==> src/rtl/asl_pkg.sv <==
package asl_pkg;

    localparam int CmdW     = 2;
    localparam int AngleW   = 10;
    localparam int LevelW   = 16;
    localparam int SrvStepW = 9;
    localparam int SpdStepW = 15;
    localparam int PwmW     = 8;
    localparam int FlagW    = 2;
    localparam int CfgIdxW  = 3;
    localparam int CfgDataW = 15;

    // Command codes.
    localparam logic [CmdW-1:0] CMD_APPLY = 2'd0;
    localparam logic [CmdW-1:0] CMD_STOP  = 2'd1;
    localparam logic [CmdW-1:0] CMD_READ  = 2'd2;

    // Configuration register indexes.
    localparam logic [CfgIdxW-1:0] CFG_LEFT   = 3'd0;
    localparam logic [CfgIdxW-1:0] CFG_RIGHT  = 3'd1;
    localparam logic [CfgIdxW-1:0] CFG_CENTRE = 3'd2;
    localparam logic [CfgIdxW-1:0] CFG_SRVSTP = 3'd3;
    localparam logic [CfgIdxW-1:0] CFG_SPDSTP = 3'd4;

    // Reset values.
    localparam logic signed [AngleW-1:0] LEFT_RST   = 10'sd45;
    localparam logic signed [AngleW-1:0] RIGHT_RST  = 10'sd135;
    localparam logic signed [AngleW-1:0] CENTRE_RST = 10'sd90;
    localparam logic [SrvStepW-1:0]      SRVSTP_RST = 9'd5;
    localparam logic [SpdStepW-1:0]      SPDSTP_RST = 15'd205;

    // Full scale drive level, 1.0 in Q3.12.
    localparam logic signed [LevelW+1:0] LEVEL_ONE = 18'sd4096;

    localparam int FLAG_SERVO = 0;
    localparam int FLAG_MOTOR = 1;

    typedef struct packed {
        logic signed [AngleW-1:0] left_limit;
        logic signed [AngleW-1:0] right_limit;
        logic signed [AngleW-1:0] centre;
        logic [SrvStepW-1:0]      servo_step;
        logic [SpdStepW-1:0]      speed_step;
    } t_cfg;

    typedef struct packed {
        logic [CmdW-1:0]          cmd;
        logic signed [AngleW-1:0] servo_target;
        logic signed [LevelW-1:0] speed_target;
        logic                     stop_drive;
    } t_cmd_item;

    typedef struct packed {
        logic signed [AngleW-1:0] servo_position;
        logic signed [LevelW-1:0] drive_level;
        logic [PwmW-1:0]          pwm_duty;
        logic                     forward;
        logic [FlagW-1:0]         error_flags;
    } t_res_item;

    typedef struct packed {
        logic signed [AngleW-1:0] servo_angle;
        logic signed [LevelW-1:0] drive_level;
        logic [FlagW-1:0]         flags;
    } t_state;

endpackage

==> src/rtl/asl_cmd_if.sv <==
interface asl_cmd_if;
    logic                                 valid;
    logic                                 ready;
    logic [asl_pkg::CmdW-1:0]             cmd;
    logic signed [asl_pkg::AngleW-1:0]    servo_target;
    logic signed [asl_pkg::LevelW-1:0]    speed_target;
    logic                                 stop_drive;

    modport source (output valid, cmd, servo_target, speed_target, stop_drive,
                    input ready);
    modport sink (input valid, cmd, servo_target, speed_target, stop_drive,
                  output ready);
endinterface

==> src/rtl/asl_res_if.sv <==
interface asl_res_if;
    logic                                 valid;
    logic                                 ready;
    logic signed [asl_pkg::AngleW-1:0]    servo_position;
    logic signed [asl_pkg::LevelW-1:0]    drive_level;
    logic [asl_pkg::PwmW-1:0]             pwm_duty;
    logic                                 forward;
    logic [asl_pkg::FlagW-1:0]            error_flags;

    modport source (output valid, servo_position, drive_level, pwm_duty, forward,
                    error_flags, input ready);
    modport sink (input valid, servo_position, drive_level, pwm_duty, forward,
                  error_flags, output ready);
endinterface

==> src/rtl/asl_cfg_regs.sv <==
module asl_cfg_regs (
    input  logic                             i_clk,
    input  logic                             i_rst_n,
    input  logic                             i_cfg_we,
    input  logic [asl_pkg::CfgIdxW-1:0]      i_cfg_index,
    input  logic [asl_pkg::CfgDataW-1:0]     i_cfg_data,
    output asl_pkg::t_cfg                    o_cfg
);

    asl_pkg::t_cfg r_cfg;
    asl_pkg::t_cfg n_cfg;

    always_comb begin
        n_cfg = r_cfg;
        if (i_cfg_we) begin
            unique case (i_cfg_index)
                asl_pkg::CFG_LEFT:   n_cfg.left_limit  = i_cfg_data[asl_pkg::AngleW-1:0];
                asl_pkg::CFG_RIGHT:  n_cfg.right_limit = i_cfg_data[asl_pkg::AngleW-1:0];
                asl_pkg::CFG_CENTRE: n_cfg.centre      = i_cfg_data[asl_pkg::AngleW-1:0];
                asl_pkg::CFG_SRVSTP: n_cfg.servo_step  = i_cfg_data[asl_pkg::SrvStepW-1:0];
                asl_pkg::CFG_SPDSTP: n_cfg.speed_step  = i_cfg_data[asl_pkg::SpdStepW-1:0];
                default:             n_cfg = r_cfg;
            endcase
        end
    end

    always_ff @(posedge i_clk) begin
        if (!i_rst_n) begin
            r_cfg.left_limit  <= asl_pkg::LEFT_RST;
            r_cfg.right_limit <= asl_pkg::RIGHT_RST;
            r_cfg.centre      <= asl_pkg::CENTRE_RST;
            r_cfg.servo_step  <= asl_pkg::SRVSTP_RST;
            r_cfg.speed_step  <= asl_pkg::SPDSTP_RST;
        end else begin
            r_cfg <= n_cfg;
        end
    end

    assign o_cfg = r_cfg;

endmodule

==> src/rtl/asl_step.sv <==
module asl_step (
    input  asl_pkg::t_cfg       i_cfg,
    input  asl_pkg::t_state     i_state,
    input  asl_pkg::t_cmd_item  i_item,
    output asl_pkg::t_state     o_state,
    output asl_pkg::t_res_item  o_res
);

    logic signed [asl_pkg::AngleW-1:0]   tgt_clamped;
    logic                                tgt_low;
    logic                                tgt_high;
    logic signed [asl_pkg::AngleW+1:0]   srv_now;
    logic signed [asl_pkg::AngleW+1:0]   srv_tgt;
    logic signed [asl_pkg::AngleW+1:0]   srv_up;
    logic signed [asl_pkg::AngleW+1:0]   srv_dn;
    logic signed [asl_pkg::AngleW-1:0]   srv_next;
    logic signed [asl_pkg::LevelW+1:0]   lvl_now;
    logic signed [asl_pkg::LevelW+1:0]   lvl_tgt;
    logic signed [asl_pkg::LevelW+1:0]   lvl_up;
    logic signed [asl_pkg::LevelW+1:0]   lvl_dn;
    logic signed [asl_pkg::LevelW+1:0]   lvl_ramp;
    logic signed [asl_pkg::LevelW-1:0]   lvl_next;
    logic                                motor_over;
    logic [asl_pkg::LevelW:0]            mag;
    logic [12:0]                         mag_sat;
    logic [20:0]                         duty_prod;
    logic [asl_pkg::FlagW-1:0]           flags_shown;

    // Target clamp: below left takes the left limit, without a second check.
    always_comb begin
        tgt_low  = i_item.servo_target < i_cfg.left_limit;
        tgt_high = i_item.servo_target > i_cfg.right_limit;
        if (tgt_low) begin
            tgt_clamped = i_cfg.left_limit;
        end else if (tgt_high) begin
            tgt_clamped = i_cfg.right_limit;
        end else begin
            tgt_clamped = i_item.servo_target;
        end
    end

    always_comb begin
        srv_now = {{2{i_state.servo_angle[asl_pkg::AngleW-1]}}, i_state.servo_angle};
        srv_tgt = {{2{tgt_clamped[asl_pkg::AngleW-1]}}, tgt_clamped};
        srv_up  = srv_now + $signed({3'b000, i_cfg.servo_step});
        srv_dn  = srv_now - $signed({3'b000, i_cfg.servo_step});
        if (srv_tgt > srv_up) begin
            srv_next = srv_up[asl_pkg::AngleW-1:0];
        end else if (srv_tgt < srv_dn) begin
            srv_next = srv_dn[asl_pkg::AngleW-1:0];
        end else begin
            srv_next = tgt_clamped;
        end
    end

    always_comb begin
        lvl_now = {{2{i_state.drive_level[asl_pkg::LevelW-1]}}, i_state.drive_level};
        if (i_item.stop_drive) begin
            lvl_tgt = '0;
        end else begin
            lvl_tgt = {{2{i_item.speed_target[asl_pkg::LevelW-1]}}, i_item.speed_target};
        end
        lvl_up = lvl_now + $signed({3'b000, i_cfg.speed_step});
        lvl_dn = lvl_now - $signed({3'b000, i_cfg.speed_step});
        if (lvl_tgt > lvl_up) begin
            lvl_ramp = lvl_up;
        end else if (lvl_tgt < lvl_dn) begin
            lvl_ramp = lvl_dn;
        end else begin
            lvl_ramp = lvl_tgt;
        end
        motor_over = (lvl_ramp > asl_pkg::LEVEL_ONE) || (lvl_ramp < -asl_pkg::LEVEL_ONE);
    end

    always_comb begin
        o_state     = i_state;
        flags_shown = i_state.flags;
        case (i_item.cmd)
            asl_pkg::CMD_APPLY: begin
                o_state.servo_angle = srv_next;
                o_state.drive_level = lvl_ramp[asl_pkg::LevelW-1:0];
                o_state.flags[asl_pkg::FLAG_SERVO] =
                    i_state.flags[asl_pkg::FLAG_SERVO] | tgt_low | tgt_high;
                o_state.flags[asl_pkg::FLAG_MOTOR] =
                    i_state.flags[asl_pkg::FLAG_MOTOR] | motor_over;
                flags_shown = o_state.flags;
            end
            asl_pkg::CMD_STOP: begin
                o_state.servo_angle = i_cfg.centre;
                o_state.drive_level = '0;
            end
            asl_pkg::CMD_READ: begin
                o_state.flags = '0;
            end
            default: begin
                o_state = i_state;
            end
        endcase
    end

    // Duty is min(|level|, 1.0) * 255 / 4096, with the multiply as shift and subtract.
    always_comb begin
        lvl_next = o_state.drive_level;
        if (lvl_next[asl_pkg::LevelW-1]) begin
            mag = (~{1'b1, lvl_next}) + 17'd1;
        end else begin
            mag = {1'b0, lvl_next};
        end
        if (mag > 17'd4096) begin
            mag_sat = 13'd4096;
        end else begin
            mag_sat = mag[12:0];
        end
        duty_prod = {mag_sat, 8'd0} - {8'd0, mag_sat};
    end

    assign o_res.servo_position = o_state.servo_angle;
    assign o_res.drive_level    = lvl_next;
    assign o_res.pwm_duty       = duty_prod[19:12];
    assign o_res.forward        = ~lvl_next[asl_pkg::LevelW-1];
    assign o_res.error_flags    = flags_shown;

endmodule

==> src/rtl/actuator_slew_limiter.sv <==
// Actuator slew limiter for one steering servo and one drive motor.
// Requests arrive on i_cmd (valid/ready) carrying a command: apply, stop or
// read-and-clear flags. Every request produces exactly one result on o_res
// with the servo position, the drive level, an 8-bit PWM duty, the
// direction bit and the sticky error flags.
// A request is captured in an input register on the edge it is accepted, and
// its result is loaded from there into the output register once that register
// is empty or being taken, and is offered to the receiver from there.
// The state update is a single clamp, add and compare per command, so one
// request per clock is sustained while the receiver takes every result.
// When the receiver stalls, the result holds in the output register, one more
// request is held in the input register, and i_cmd.ready then drops.
// Reset sets the limit registers to their defaults, the servo to the default
// centre, the drive level and flags to zero, and empties both registers.
// The configuration port writes one register per enabled edge; write it
// only while no request is in flight.
module actuator_slew_limiter (
    input  logic                             i_clk,
    input  logic                             i_rst_n,
    input  logic                             i_cfg_we,
    input  logic [asl_pkg::CfgIdxW-1:0]      i_cfg_index,
    input  logic [asl_pkg::CfgDataW-1:0]     i_cfg_data,
    asl_cmd_if.sink                          i_cmd,
    asl_res_if.source                        o_res
);

    asl_pkg::t_cfg      cfg;
    asl_pkg::t_cmd_item in_item;
    asl_pkg::t_state    n_state;
    asl_pkg::t_res_item n_res;

    logic               r_in_valid;
    asl_pkg::t_cmd_item r_in;
    logic               r_out_valid;
    asl_pkg::t_res_item r_out;
    asl_pkg::t_state    r_state;

    logic               out_adv;
    logic               in_adv;

    asl_cfg_regs u_cfg (
        .i_clk       (i_clk),
        .i_rst_n     (i_rst_n),
        .i_cfg_we    (i_cfg_we),
        .i_cfg_index (i_cfg_index),
        .i_cfg_data  (i_cfg_data),
        .o_cfg       (cfg)
    );

    asl_step u_step (
        .i_cfg   (cfg),
        .i_state (r_state),
        .i_item  (r_in),
        .o_state (n_state),
        .o_res   (n_res)
    );

    assign out_adv = !r_out_valid || o_res.ready;
    assign in_adv  = !r_in_valid || out_adv;

    assign in_item.cmd          = i_cmd.cmd;
    assign in_item.servo_target = i_cmd.servo_target;
    assign in_item.speed_target = i_cmd.speed_target;
    assign in_item.stop_drive   = i_cmd.stop_drive;

    always_ff @(posedge i_clk) begin
        if (!i_rst_n) begin
            r_in_valid          <= 1'b0;
            r_out_valid         <= 1'b0;
            r_state.servo_angle <= asl_pkg::CENTRE_RST;
            r_state.drive_level <= '0;
            r_state.flags       <= '0;
        end else begin
            if (in_adv) begin
                r_in_valid <= i_cmd.valid;
            end
            if (out_adv) begin
                r_out_valid <= r_in_valid;
                if (r_in_valid) begin
                    r_state <= n_state;
                end
            end
        end
    end

    always_ff @(posedge i_clk) begin
        if (in_adv) begin
            r_in <= in_item;
        end
        if (out_adv && r_in_valid) begin
            r_out <= n_res;
        end
    end

    assign i_cmd.ready          = in_adv;
    assign o_res.valid          = r_out_valid;
    assign o_res.servo_position = r_out.servo_position;
    assign o_res.drive_level    = r_out.drive_level;
    assign o_res.pwm_duty       = r_out.pwm_duty;
    assign o_res.forward        = r_out.forward;
    assign o_res.error_flags    = r_out.error_flags;

endmodule

==> src/flat_wrapper.sv <==
// flat-port wrapper written by rule: the top's interface ports become plain ports
module actuator_slew_limiter_flat 
  (i_clk, i_rst_n, i_cfg_we, i_cfg_index, i_cfg_data, i_cmd_valid, i_cmd_cmd, i_cmd_servo_target, i_cmd_speed_target, i_cmd_stop_drive, i_cmd_ready, o_res_valid, o_res_servo_position, o_res_drive_level, o_res_pwm_duty, o_res_forward, o_res_error_flags, o_res_ready);
  asl_cmd_if i_cmd_i ();
  asl_res_if o_res_i ();
  input  logic i_clk;
  input  logic i_rst_n;
  input  logic i_cfg_we;
  input  logic [asl_pkg::CfgIdxW-1:0] i_cfg_index;
  input  logic [asl_pkg::CfgDataW-1:0] i_cfg_data;
  input wire logic [$bits(i_cmd_i.valid)-1:0] i_cmd_valid;
  input wire logic [$bits(i_cmd_i.cmd)-1:0] i_cmd_cmd;
  input wire logic [$bits(i_cmd_i.servo_target)-1:0] i_cmd_servo_target;
  input wire logic [$bits(i_cmd_i.speed_target)-1:0] i_cmd_speed_target;
  input wire logic [$bits(i_cmd_i.stop_drive)-1:0] i_cmd_stop_drive;
  output wire logic [$bits(i_cmd_i.ready)-1:0] i_cmd_ready;
  output wire logic [$bits(o_res_i.valid)-1:0] o_res_valid;
  output wire logic [$bits(o_res_i.servo_position)-1:0] o_res_servo_position;
  output wire logic [$bits(o_res_i.drive_level)-1:0] o_res_drive_level;
  output wire logic [$bits(o_res_i.pwm_duty)-1:0] o_res_pwm_duty;
  output wire logic [$bits(o_res_i.forward)-1:0] o_res_forward;
  output wire logic [$bits(o_res_i.error_flags)-1:0] o_res_error_flags;
  input wire logic [$bits(o_res_i.ready)-1:0] o_res_ready;
  assign i_cmd_i.valid = i_cmd_valid;
  assign i_cmd_i.cmd = i_cmd_cmd;
  assign i_cmd_i.servo_target = i_cmd_servo_target;
  assign i_cmd_i.speed_target = i_cmd_speed_target;
  assign i_cmd_i.stop_drive = i_cmd_stop_drive;
  assign i_cmd_ready = i_cmd_i.ready;
  assign o_res_valid = o_res_i.valid;
  assign o_res_servo_position = o_res_i.servo_position;
  assign o_res_drive_level = o_res_i.drive_level;
  assign o_res_pwm_duty = o_res_i.pwm_duty;
  assign o_res_forward = o_res_i.forward;
  assign o_res_error_flags = o_res_i.error_flags;
  assign o_res_i.ready = o_res_ready;
  actuator_slew_limiter u_core (.i_clk(i_clk), .i_rst_n(i_rst_n), .i_cfg_we(i_cfg_we), .i_cfg_index(i_cfg_index), .i_cfg_data(i_cfg_data), .i_cmd(i_cmd_i), .o_res(o_res_i));
endmodule
==> config.mk <==
export PLATFORM = sky130hd
export DESIGN_NAME = actuator_slew_limiter_flat
export DESIGN_NICKNAME = d
export VERILOG_FILES = /design/src/rtl/asl_pkg.sv /design/src/rtl/asl_cmd_if.sv /design/src/rtl/asl_res_if.sv /design/src/rtl/asl_cfg_regs.sv /design/src/rtl/asl_step.sv /design/src/rtl/actuator_slew_limiter.sv /design/src/flat_wrapper.sv
export SDC_FILE = /design/constraint.sdc
export NUM_CORES = 1
export LEC_CHECK = 0
export ABC_AREA = 1
export BUFFER_PORTS_ARGS = -buffer_cell sky130_fd_sc_hd__buf_2
export CAP_MARGIN = 20
export CORE_MARGIN = 2
export CORE_UTILIZATION = 47
export DETAILED_ROUTE_END_ITERATION = 8
export GPL_ROUTABILITY_DRIVEN = 0
export PLACE_DENSITY = 0.74
export SYNTH_ARGS = -nofsm -noshare
export SYNTH_HDL_FRONTEND = slang
export SYNTH_SLANG_ARGS = --single-unit
==> constraint.sdc <==
create_clock -name i_clk -period 15.65 [get_ports i_clk]
set_input_delay 3.13 -clock i_clk [delete_from_list [all_inputs] [get_ports i_clk]]
set_output_delay 3.13 -clock i_clk [all_outputs]
set_load 0.05 [all_outputs]
Yosys cells after proc, flatten, opt, wreduce, memory -nomap -nowiden

Cells that the tools add are included.

Add/subtract/negate cells: 6
Multipliers: 0
Div/mod/pow operators: 0
$lt $le $gt $ge: 9
Equal/unequal tests: 6
Shift operators: 0
Mux-type cells: 12
Bitwise operators: 5
Reductions and logical operators: 16

Operator list:

| operator                | count |
|---|---|
| $mux W18                | 3 |
| $pmux W26 S2            | 1 |
| $mux W10                | 4 |
| $sub A20 B13 Y20        | 1 |
| $gt A18 B14 Y1 const B  | 1 |
| $gt A18 B17 Y1          | 1 |
| $lt A18 B13 Y1 const B  | 1 |
| $lt A18 B17 Y1          | 1 |
| $add A16 B16 Y17        | 1 |
| $add A17 B1 Y17 const B | 1 |
| $gt A17 B13 Y1 const B  | 1 |
| $mux W17                | 1 |
| $not A17 Y17            | 1 |
| $sub A16 B16 Y17        | 1 |
| $mux W13                | 1 |
| $reduce_and A2 Y1       | 6 |
| $add A10 B10 Y11        | 1 |
| $gt A10 B11 Y1          | 1 |
| $lt A10 B11 Y1          | 1 |
| $sub A10 B10 Y11        | 1 |
| $gt A10 B10 Y1          | 1 |
| $lt A10 B10 Y1          | 1 |
| $eq A3 B2 Y1 const B    | 2 |
| $pmux W2 S2             | 1 |
| 14 further kinds        | 19 |

Register bits: 150
Bits in latches: 0
RAM bits: 0
Memory bits (read-only): 0
Input bits: 52
Output and inout port bits: 39
Memories: 0

Logic depth before layout (Yosys ltp)

Depth after elaboration: 13
Gate-level depth with buffers: 51
Depth with buffers taken out: 50

Hierarchy

From an unflattened synthesis, not the netlist that was laid out.

Cells, all modules: 1,784
Area total of the unflattened synthesis: 12,629.6 µm²

Modules (own cells, without submodules):

| module                | times used | cells each | area an instance (µm²) |
|---|---|---|---|
| asl_step              | 1          | 1,234      | 7,130.6 |
| actuator_slew_limiter | 1          | 251        | 3,339.5 |
| asl_cfg_regs          | 1          | 299        | 2,159.6 |

Least setup slack after synthesis

No wires, ideal clock.

Kind: input-to-output
Start point: input o_res_ready
End point: output i_cmd_ready
Arrival time: 4.141 ns
Path slack: 8.379 ns
Cell stages on the path: 2
Buffers on the path: 0
Cells stage by stage: nor2_1 > nand2_1

Word-level cells in the longest chain between the ends: 2

RTL lines:

| item               | line                        | source |
|---|---|---|
| from (decl)        | flat_wrapper.sv:23          | `input wire logic [$bits(o_res_i.ready)-1:0] o_res_ready;` |
| $logic_or A1 B1 Y1 | actuator_slew_limiter.sv:58 | `assign out_adv = !r_out_valid \|\| o_res.ready;` |
| $logic_or A1 B1 Y1 | actuator_slew_limiter.sv:59 | `assign in_adv = !r_in_valid \|\| out_adv;` |
| to (decl)          | flat_wrapper.sv:16          | `output wire logic [$bits(i_cmd_i.ready)-1:0] i_cmd_ready;` |

Every way passes these cells.

Worst setup path after layout

Ends and elaborated chain as after synthesis.

==> results.md <==
- Crit path time final: between 7 and 8 ns
- Crit-path max cell delay: around 0.28 ns
- Global-route wire length before repair: 49900 um
- Most frequent cells in the layout: 358 x nand2_1, 217 x inv_1, 126 x ha_1, 120 x nand3_1, 113 x a21oi_1
- Skew-Pair Late Insertion Delay: around 0.44 ns
- Register area share after synthesis: 31.4%
- Cells after Synth: between 1500 and 2000
- CP most frequent cell: buf_2
- Fmax: roughly 0.14 GHz
- Final core occ: about 53%
- Critical path capture point type: output pin
- Clk sinks: 150
- Clk slew on worst S/H paths: 0.06 ns
- Die width: between 150 and 200 um
- Core area: around 24000 um2
- Synth Area in Simple Gates: between 20% and 30%
- DR WL/cell: between 15 and 20 um
- Total power: approximately 1.6 mW
- Post-synth EDFFs: 66
- Postcts setup bufs: 0
- Mapped Area: approximately 12000 um2
- Part of the cycle the worst path needs: a little under half
- Detailed placer's ending HPWL: around 24000 um
- Syn Nets: approximately 1800
- Final setup fails: 0
- DIE AREA: roughly 26000 um2
- Layout area overhead: 10.9%
- Worst IR drop on VDD: roughly 74 uV
- XOR/XNOR share of the synthesized area: 3.21%
- Synth Area in Compound Gates: 15.1%
- Fill count: about 2400
- Least-Margin Pin Slew: slightly above 0.8 ns
- Post-Route WL: 31100 um
- RSZ-0062 raised after global routing: no
- Flops & latches, synth: 150
- Synth Area in Adders: about 14%
- Place WS: between 8 and 9 ns
- Initial core utilization: between 40 and 50%
- Hold Vio Cnt, Final: 0
- DRT iter0 DRCs: 926
- Yosys top cell area share: between 10% and 20%
- Final ANT Viol Nets: 0
- # diodes: 0
- CTS Buf Count: 17
- Initial antenna violation count: 1
- Synth area leaders: edfxtp_1 17%, dfxtp_1 14%, ha_1 14%, nand2_1 12%, inv_1 7.0%
- Setup ws final: 8.39 ns
- Layout cell share with drive strength beyond 1: roughly an eighth
- Min-delay worst type: flip-flop to flip-flop
- Yosys warns: 0
- Bufs and invs on worst path: 3
- Vias in the first global route: 10100
- Largest net degree at the start of global routing: 70
- Vias per cell: about 5.5
- IO Port Bufs: 90
- # H-tree levels: 4
- Critical path type: primary input to output pin
- CP Cell Sequence: buf_2, nor2_1, nand2_1, buf_4, buf_2
- Setup TNS: 0 ns
- CP max-delay cell: buf_4
- Synth cell types: 60
- Total I/O pin count: between 90 and 100
- Leak: approximately 6.4 nW
- First-pass DRT Iterations: 6
- CP Data Required Time: 12.52 ns
- CTS root buffer: clkbuf_16
- Multiplexer area fraction after synthesis: 0%
- Maximum fanout along the worst path: 31
- CTS tree: done
- Total gr overflow: 0
- Largest family of logic cells by synthesized area: simple AND/OR/NAND/NOR gates
- FF+latch area: ~3700 um2
- Max cap viols: 0
- Status: complete, no violations
- Multi-input combinational cell area: 6910 um2
- Asr flop ratio synth: 0%
- Via count: around 11000
- Relative slew slack: 46.3%
- CP Launch Type: primary input
- Mean area per synthesized cell: between 7 and 8 um2
- Largest area contributor in the netlist: edfxtp_1
- Max clock buf depth: 2
- DIE HEIGHT: approximately 160 um
- PwrDens: approximately 120 nW/um2
- Top Family by Delay on Critical Path: buffers and inverters
- Nets: ~1800
- Hold Buf Count CTS: 0
- Cts repair resizes: 0
- Arr. time, crit path: ~4.1 ns
- Leading cell type in the layout, fill and taps excluded: nand2_1
- GRT Util Overall: 23.9%
- Post-route DRC: 0
- Final count of pins violating max slew: 0
- Rows: 57
- Fin Clk Skew: between 0.01 and 0.015 ns
- Primary FF master, synth: dfxtp_1
## metrics by stage
| step | hold WS (ns) | area (um2) | std cells |
|---|---|---|---|
| after floorplan | 0.430 | 11700 | 1583 |
| after global placement | 0.442 | 12300 | 1954 |
| after detailed placement | 0.445 | 12300 | 1954 |
| after CTS | 0.455 | 12900 | 1986 |
| after global routing | 0.479 | 12900 | 1986 |
| final | 0.450 | 12900 | 1986 |
## sequential cells by signal, summed over array words and instances, names as in the netlist
signal	cells
u_core.o_res.drive_level	16
u_core.o_res.error_flags	2
u_core.o_res.forward	1
u_core.o_res.pwm_duty	8
u_core.o_res.servo_position	10
u_core.o_res.valid	1
u_core.r_in	29
u_core.r_in_valid	1
u_core.r_state	28
u_core.u_cfg.o_cfg	54
## report_power, final
| group | internal [mW] | switching (mW) |
|---|---|---|
| clock | 0.252 | 0.176 |
| sequential | 0.451 | 0.0169 |
| combinational | 0.226 | 0.485 |
| total | 0.929 | 0.678 |
## synth_stat cells (3+ instances only)
| cell type | instances |
|---|---|
| nand4_1 | 20 |
| buf_1 | 3 |
| inv_2 | 7 |
| nor2_1 | 112 |
| nand3_1 | 120 |
| nand2_4 | 4 |
| clkbuf_1 | 30 |
| o21ai_0 | 75 |
| nor3_1 | 8 |
| edfxtp_1 | 66 |
| nand2_2 | 30 |
| dfxtp_1 | 84 |
| nand3_2 | 13 |
| o31ai_1 | 4 |
| o21ai_2 | 3 |
| o211ai_1 | 54 |
| a21boi_0 | 3 |
| o2111ai_1 | 3 |
| xnor2_1 | 4 |
| xor2_1 | 35 |
| inv_1 | 217 |
| buf_2 | 8 |
| o21bai_1 | 14 |
| ha_1 | 126 |
| nor2_2 | 9 |
| a21oi_1 | 113 |
| nand3b_1 | 3 |
| buf_6 | 4 |
| a21oi_2 | 3 |
| nand2_1 | 358 |
| a21o_1 | 6 |
| fa_1 | 4 |
| clkinv_1 | 3 |
## cells by family (layout without fill, tap and decap cells)
group,Yosys count,in the layout
compound gates,292,292
flops,150,150
buf+inv,278,357
xor+xnor,41,41
simple gates,692,692
fa+ha+maj,130,130
## final timing paths
path	from	to	slack, ns	cells after the start
hold / removal	u_core.r_state[1]	u_core.r_state[1]	0.45	2
hold reg to reg	u_core.r_state[1]	u_core.r_state[1]	0.45	2
setup reg to reg	u_core.u_cfg.o_cfg[9]	u_core.o_res.pwm_duty[5]	8.56	40
setup / recovery	o_res_ready	i_cmd_ready	8.39	5
## tightest hold or removal path: cells and delay by family, from the launching register on
kind / cells / cell delay (ns)
compound gates: 1 / 0.06
buf+inv: 1 / 0.05
flops: 1 / 0.30
## per-layer routing
metal	wire length [um]	GRT usage [%]	part of all wire, %	up-vias
met3	2180	4.52	7.0	68
met2	14300	40.3	46	404
met5	0	0	0	-
li1	-	-	-	5404
met4	862	7.43	2.8	0
met1	13800	31.1	44	4978
## cell type report
type                            instances  area share, %
Multi-Input combinational cell       1155           53.4
Clock buffer                           18           3.32
Clock inverter                         14           1.34
Sequential cell                       150           28.3
Timing Repair Buffer                   97           3.89
Tap cell                              324           3.13
Inverter                              228           6.63
Note: power is estimated with default switching activity, not from simulation.
